<file path="config.mk">
export PLATFORM = sky130hd
export DESIGN_NAME = glyph_coverage_pixel_blend
export DESIGN_NICKNAME = d
export VERILOG_FILES = /design/src/rtl/gcpb_pkg.sv /design/src/rtl/glyph_coverage_pixel_blend.sv
export SDC_FILE = /design/constraint.sdc
export NUM_CORES = 2
export LEC_CHECK = 0
export BUFFER_PORTS_ARGS = -buffer_cell sky130_fd_sc_hd__buf_4
export CORE_AREA = 5 5 228 230
export DETAILED_ROUTE_END_ITERATION = 10
export DIE_AREA = 0 0 233 235
export PLACE_DENSITY = 0.72
export SYNTH_ARGS = -nofsm -noshare
export SYNTH_HDL_FRONTEND = slang
export SYNTH_SLANG_ARGS = --single-unit
</file>
<file path="constraint.sdc">
create_clock -name clk -period 13.8 [get_ports clk]
set_input_delay 1.38 -clock clk [delete_from_list [all_inputs] [get_ports clk]]
set_output_delay 1.38 -clock clk [all_outputs]
set_load 0.01 [all_outputs]
</file>
<file path="src/rtl/gcpb_pkg.sv">
package gcpb_pkg;

  // One input word: coverage sample and the framebuffer pixel under it.
  typedef struct packed {
    logic [7:0]  coverage;
    logic [31:0] background;
  } in_t;

  // One result word: blended bytes in memory order and how many are valid.
  typedef struct packed {
    logic [31:0] pixel_bytes;
    logic [2:0]  byte_count;
  } out_t;

  localparam int CFG_IDX_W  = 2;
  localparam int CFG_DATA_W = 24;

  typedef enum logic [CFG_IDX_W-1:0] {
    REG_FG_COLOR      = 2'd0,
    REG_ALPHA_PERCENT = 2'd1,
    REG_PIXEL_FORMAT  = 2'd2,
    REG_BIG_ENDIAN    = 2'd3
  } reg_idx_t;

  typedef enum logic [1:0] {
    FMT_RGB565   = 2'd0,
    FMT_RGB888   = 2'd1,
    FMT_RGB888X  = 2'd2,
    FMT_RESERVED = 2'd3
  } pix_fmt_t;

  localparam logic [6:0] ALPHA_RESET = 7'd100;
  localparam logic [7:0] FULL_SCALE  = 8'hff;
  localparam logic [7:0] MASK_5BIT   = 8'hf8;
  localparam logic [7:0] MASK_6BIT   = 8'hfc;

  // floor(p / 100) for p < 2^15 is (p * 5243) >> 19.
  localparam logic [12:0] RECIP_100  = 13'd5243;
  localparam int          RECIP_SHFT = 19;

  localparam logic [2:0] COUNT_2 = 3'd2;
  localparam logic [2:0] COUNT_3 = 3'd3;
  localparam logic [2:0] COUNT_4 = 3'd4;

  // floor(x / 255) for any x up to 255 * 255, the largest channel product.
  function automatic logic [7:0] div255(input logic [15:0] x);
    logic [16:0] t;
    t = {1'b0, x} + 17'd1 + {9'd0, x[15:8]};
    return t[15:8];
  endfunction

endpackage

</file>
<file path="src/rtl/glyph_coverage_pixel_blend.sv">
// Glyph coverage pixel blender.
//
// Input channel: a word (coverage byte plus the existing framebuffer pixel) is
// taken at every rising edge where start is high and busy is low. Busy never
// rises, so the block can take one word in every clock cycle.
// Result channel: each blended pixel appears on out_data for exactly one cycle
// with out_strobe high, after passing every register stage. Results leave in
// the order their words arrived, one per word. The receiver cannot stall, so
// the pipeline never holds; every stage simply advances each cycle.
// Pipeline: alpha times coverage, scaling by 1/100 through a reciprocal
// multiply, the six channel products, the divisions by 255 and channel sums,
// and finally packing and byte ordering into the output register. These five
// register stages make up the whole pipeline.
// Configuration: a plain write port; fg_color, alpha_percent, pixel_format and
// big_endian are for the user to write when the block is idle; it is not enforced.
// Reset (synchronous, active low) clears all valid bits and returns the
// registers to black foreground, 100 percent opacity, RGB565, little endian.
module glyph_coverage_pixel_blend (
  input  logic                            clk,
  input  logic                            rst_n,
  input  logic                            start,
  output logic                            busy,
  input  gcpb_pkg::in_t                   in_data,
  output logic                            out_strobe,
  output gcpb_pkg::out_t                  out_data,
  input  logic                            cfg_we,
  input  logic [gcpb_pkg::CFG_IDX_W-1:0]  cfg_index,
  input  logic [gcpb_pkg::CFG_DATA_W-1:0] cfg_data
);
  import gcpb_pkg::*;

  // Configuration registers.
  logic [23:0] fg_color_r;
  logic [6:0]  alpha_r;
  logic [1:0]  fmt_r;
  logic        big_endian_r;

  always_ff @(posedge clk) begin
    if (!rst_n) begin
      fg_color_r   <= '0;
      alpha_r      <= ALPHA_RESET;
      fmt_r        <= FMT_RGB565;
      big_endian_r <= 1'b0;
    end else if (cfg_we) begin
      case (reg_idx_t'(cfg_index))
        REG_FG_COLOR:      fg_color_r   <= cfg_data[23:0];
        REG_ALPHA_PERCENT: alpha_r      <= cfg_data[6:0];
        REG_PIXEL_FORMAT:  fmt_r        <= cfg_data[1:0];
        REG_BIG_ENDIAN:    big_endian_r <= cfg_data[0];
        default: ;
      endcase
    end
  end

  // The pipeline never holds, so a word is taken whenever start is high.
  assign busy = 1'b0;

  logic accept;
  assign accept = start && !busy;

  // Stage 1: scaled coverage before the division by 100.
  logic        s1_valid_r;
  logic [14:0] s1_prod_r;
  logic [23:0] s1_bg_r;

  always_ff @(posedge clk) begin
    if (!rst_n) begin
      s1_valid_r <= 1'b0;
    end else begin
      s1_valid_r <= accept;
    end
  end

  always_ff @(posedge clk) begin
    s1_prod_r <= {8'd0, alpha_r} * {7'd0, in_data.coverage};
    s1_bg_r   <= in_data.background[23:0];
  end

  // Stage 2: v = prod / 100 saturated to 255, background unpacked to 8-bit channels.
  logic        s2_valid_r;
  logic [7:0]  s2_v_r;
  logic [2:0][7:0] s2_bg_r;
  logic [2:0][7:0] s2_bg_nxt;
  logic [27:0] v_wide;
  logic [8:0]  v_full;
  logic [7:0]  v_sat;

  always_comb begin
    v_wide = {13'd0, s1_prod_r} * {15'd0, RECIP_100};
    v_full = v_wide[RECIP_SHFT +: 9];
    v_sat  = v_full[8] ? FULL_SCALE : v_full[7:0];
    if (fmt_r == FMT_RGB565) begin
      s2_bg_nxt[2] = s1_bg_r[15:8] & MASK_5BIT;
      s2_bg_nxt[1] = s1_bg_r[10:3] & MASK_6BIT;
      s2_bg_nxt[0] = {s1_bg_r[4:0], 3'b000} & MASK_5BIT;
    end else begin
      s2_bg_nxt[2] = s1_bg_r[23:16];
      s2_bg_nxt[1] = s1_bg_r[15:8];
      s2_bg_nxt[0] = s1_bg_r[7:0];
    end
  end

  always_ff @(posedge clk) begin
    if (!rst_n) begin
      s2_valid_r <= 1'b0;
    end else begin
      s2_valid_r <= s1_valid_r;
    end
  end

  always_ff @(posedge clk) begin
    s2_v_r  <= v_sat;
    s2_bg_r <= s2_bg_nxt;
  end

  // Stage 3: foreground and background products for each channel.
  logic             s3_valid_r;
  logic [2:0][15:0] s3_fg_prod_r;
  logic [2:0][15:0] s3_bg_prod_r;
  logic [7:0]       inv_v;

  assign inv_v = FULL_SCALE - s2_v_r;

  always_ff @(posedge clk) begin
    if (!rst_n) begin
      s3_valid_r <= 1'b0;
    end else begin
      s3_valid_r <= s2_valid_r;
    end
  end

  always_ff @(posedge clk) begin
    for (int c = 0; c < 3; c++) begin
      s3_fg_prod_r[c] <= {8'd0, fg_color_r[8*c +: 8]} * {8'd0, s2_v_r};
      s3_bg_prod_r[c] <= {8'd0, s2_bg_r[c]} * {8'd0, inv_v};
    end
  end

  // Stage 4: each product divided by 255 and the two parts summed.
  // The sum never exceeds 255.
  logic            s4_valid_r;
  logic [2:0][7:0] s4_ch_r;
  logic [2:0][8:0] ch_sum;

  always_comb begin
    for (int c = 0; c < 3; c++) begin
      ch_sum[c] = {1'b0, div255(s3_fg_prod_r[c])} + {1'b0, div255(s3_bg_prod_r[c])};
    end
  end

  always_ff @(posedge clk) begin
    if (!rst_n) begin
      s4_valid_r <= 1'b0;
    end else begin
      s4_valid_r <= s3_valid_r;
    end
  end

  always_ff @(posedge clk) begin
    for (int c = 0; c < 3; c++) begin
      s4_ch_r[c] <= ch_sum[c][7:0];
    end
  end

  // Stage 5: packing and byte order into the output register.
  logic        out_strobe_r;
  out_t        out_data_r;
  out_t        out_data_nxt;
  logic [7:0]  red;
  logic [7:0]  grn;
  logic [7:0]  blu;
  logic [15:0] w565;

  always_comb begin
    red  = s4_ch_r[2];
    grn  = s4_ch_r[1];
    blu  = s4_ch_r[0];
    w565 = {red[7:3], grn[7:2], blu[7:3]};
    case (pix_fmt_t'(fmt_r))
      FMT_RGB565: begin
        out_data_nxt.byte_count  = COUNT_2;
        out_data_nxt.pixel_bytes = big_endian_r ? {16'd0, w565[7:0], w565[15:8]}
                                                : {16'd0, w565};
      end
      FMT_RGB888: begin
        out_data_nxt.byte_count  = COUNT_3;
        out_data_nxt.pixel_bytes = big_endian_r ? {8'd0, blu, grn, red}
                                                : {8'd0, red, grn, blu};
      end
      default: begin
        // Four-byte format; the unused format code behaves the same way.
        out_data_nxt.byte_count  = COUNT_4;
        out_data_nxt.pixel_bytes = big_endian_r ? {blu, grn, red, 8'd0}
                                                : {8'd0, red, grn, blu};
      end
    endcase
  end

  always_ff @(posedge clk) begin
    if (!rst_n) begin
      out_strobe_r <= 1'b0;
    end else begin
      out_strobe_r <= s4_valid_r;
    end
  end

  always_ff @(posedge clk) begin
    out_data_r <= out_data_nxt;
  end

  assign out_strobe = out_strobe_r;
  assign out_data   = out_data_r;

endmodule

</file>
==> impl_metrics.tcl <==
set metrics [dict create \
    critical_path.max_fanout 25 \
    gp_congestion 0.891 \
    drt_wl_total_mm 55.9 \
    drc 0 \
    setup_tns_ns 0 \
    period_needed_ns 5.52 \
    nets 3755 \
    die-area_um2 54800 \
    initial_utilization_pct 54.5 \
    fin_area_um2 29600 \
    grt_max_degree 53 \
    grt.busiest_layer "met2" \
    cts_max_level 1 \
    hold_buffers 0 \
    finalSetupViolCount 0 \
    required_ns 14.27 \
    num_io_pins 107 \
    synth_nets 3687 \
    ant_nets 0 \
    status "completed" \
    drt_pre_antenna_iters 5 \
    critPathKind "reg -> reg" \
    crit_arrival_ns 6.00 \
    port_buffers 97 \
    grt_use_met3_pct 2.09 \
    max_freq_mhz 181 \
    clkTransAtPathRegs_ns 0.06 \
    synth_cells 2888 \
    grt_use_met1_pct 26.3 \
    syn_avg_cell_area_um2 9.38 \
    drt_iter0_drc 734 \
    synthesis.area_um2 27100 \
    ctsRootBufferMaster "clkbuf_16" \
    cts_tree "built" \
    synth_largest_area_cell "fa_1" \
    synthArstFlopShare_pct 0 \
    synth-edff-count 0 \
    maxSlewHeadroom_pct 15.4 \
    slew_violations 0 \
    yosysTopAreaCellShare_pct 23.4 \
    ys_types 60 \
    cts_resized 0 \
    min_period_over_period_pct 40.0 \
    die_w_um 233 \
    grtUsageMet2_pct 38.4 \
    hold_viol_final 0 \
    rsz0062_at_grt "false" \
    grt-ovfl-total 0 \
    clk_latency_ns 0.59 \
    clk_path_buf_depth 3 \
    first_global_vias 20800 \
    coreArea_um2 49700 \
    min_path_type "reg -> reg" \
    cp-end-kind "flip-flop" \
    yosys_warnings 0 \
    worst_slew_pin_slew_ns 1.27 \
    n_antenna_cell 0 \
    die_h_um 235 \
    area_growth_pct 9.19 \
    num_rows 82 \
    synth_area_leaders "fa_1 (23%), dfxtp_1 (20%), ha_1 (19%), inv_1 (7.0%), and2_1 (4.9%)" \
    place_area_um2 28500 \
    synthTopCellsByCount "inv_1 (504), ha_1 (412), fa_1 (317), dfxtp_1 (265), nand2_1 (230)" \
    grt_first_pass_wirelength_mm 97.5 \
    grt_usage_pct 21.0 \
    wl_per_cell_um 15.3 \
    post-cts-setup-buffers 0 \
    viasPerCell 5.24 \
    antenna_found_initial 0 \
    ys_seq_elements 265 \
    cts_sinks 265 \
    cts_inserted_buffers 31 \
    yosysMostFrequentCell "inv_1" \
    start_kind "flip-flop" \
    place_hpwl_mm 44.9 \
    final_layout_size_suffix_gt1_share_pct 6.47 \
    yosysSeqAreaShare_pct 19.6 \
    max_cap_viol_count 0 \
    ys.flop_type "dfxtp_1" \
    vias 19100 \
    fin_skew_ns 0.0217 \
]
[worst max-delay path, cell delays in order (launching register included)]
cell and delay (ns):
dfxtp_1 1.10, buf_4 0.48, nor2b_1 0.12, fa_1 0.54, inv_1 0.06, fa_1 0.53, inv_1 0.05, fa_1 0.49
inv_1 0.06, fa_1 0.47, inv_1 0.04, ha_1 0.32, inv_1 0.09, o21bai_1 0.09, a31oi_1 0.26, o21ai_0 0.18
o41ai_1 0.33, xnor2_1 0.21
[worst paths after layout]
check / startpoint / end / slack [ns] / cells after the start
hold reg to reg: s1_bg_r[20] / s2_bg_r[20] / 0.43 / 2
setup reg to reg: s2_v_r[2] / s3_bg_prod_r[47] / 8.28 / 17
setup / recovery: s2_v_r[2] / s3_bg_prod_r[47] / 8.28 / 17
hold / removal: s1_bg_r[20] / s2_bg_r[20] / 0.43 / 2
[area by class of cell]
type,instances,area (µm²)
Inverter,504,1890
Fill cell,4238,20100
Clock inverter,19,239
Clock buffer,39,866
Tap cell,672,841
Multi-Input combinational cell,2045,19600
Sequential cell,265,5310
Timing Repair Buffer,109,818
[flip-flops by register name, indices dropped and copies added, names as in the netlist]
name,cells
s3_bg_prod_r,48
s3_fg_prod_r,48
out_data,35
fg_color_r,24
s1_bg_r,24
s2_bg_r,24
s1_prod_r,15
blu,8
grn,8
red,8
s2_v_r,8
alpha_r,7
fmt_r,2
big_endian_r,1
out_strobe,1
s1_valid_r,1
s2_valid_r,1
s3_valid_r,1
s4_valid_r,1
[kinds of logic after synthesis]
family	share of synthesized area, %
buffers and inverters	8.02
xor gates and xnor gates	5.12
adders and majority gates	42.5
and+or+nand+nor	16.6
muxes	1.05
AOI/OAI and AO/OA	7.16
DFF	19.6
other	0.0138
[metrics by stage]
stage          setup WS (ns)  util, %  hold slack (ns)  std cells
2_1_floorplan           9.07        -            0.399       2888
3_3_place_gp            8.37     57.3            0.419       3595
3_5_place_dp            8.31     57.3            0.419       3595
4_1_cts                 8.28     59.6            0.432       3653
5_1_grt                 8.00     59.6            0.455       3653
6_report                8.28     59.6            0.430       3653
[cell usage in the layout, fill, tap and decap left out, types with 25 or more instances in the layout]
cell type,Yosys,final
a21oi_1,85,85
nor2b_1,172,172
clkbuf_16,0,31
and2_1,212,212
mux2i_1,25,25
o21a_1,25,25
xnor2_1,121,121
nand2b_1,57,57
nor2_1,61,61
fa_1,317,317
o21ai_0,40,40
a21o_1,27,27
ha_1,412,412
dfxtp_1,265,263
a21boi_0,30,30
buf_4,1,109
nor3_1,25,25
nand3_1,38,38
nand2_1,230,230
xor2_1,33,33
inv_1,504,504
[metal layers]
layer,vias to the layer above,part of all wire (%),wire length (µm)
li1,9240,-,-
met1,9472,42,23600
met2,311,52,28900
met3,110,3.5,1960
met4,0,2.6,1440
met5,-,0,0
Power is not shown: default switching activity piles up to over one toggle a cycle in this logic, so the estimate is an artifact.
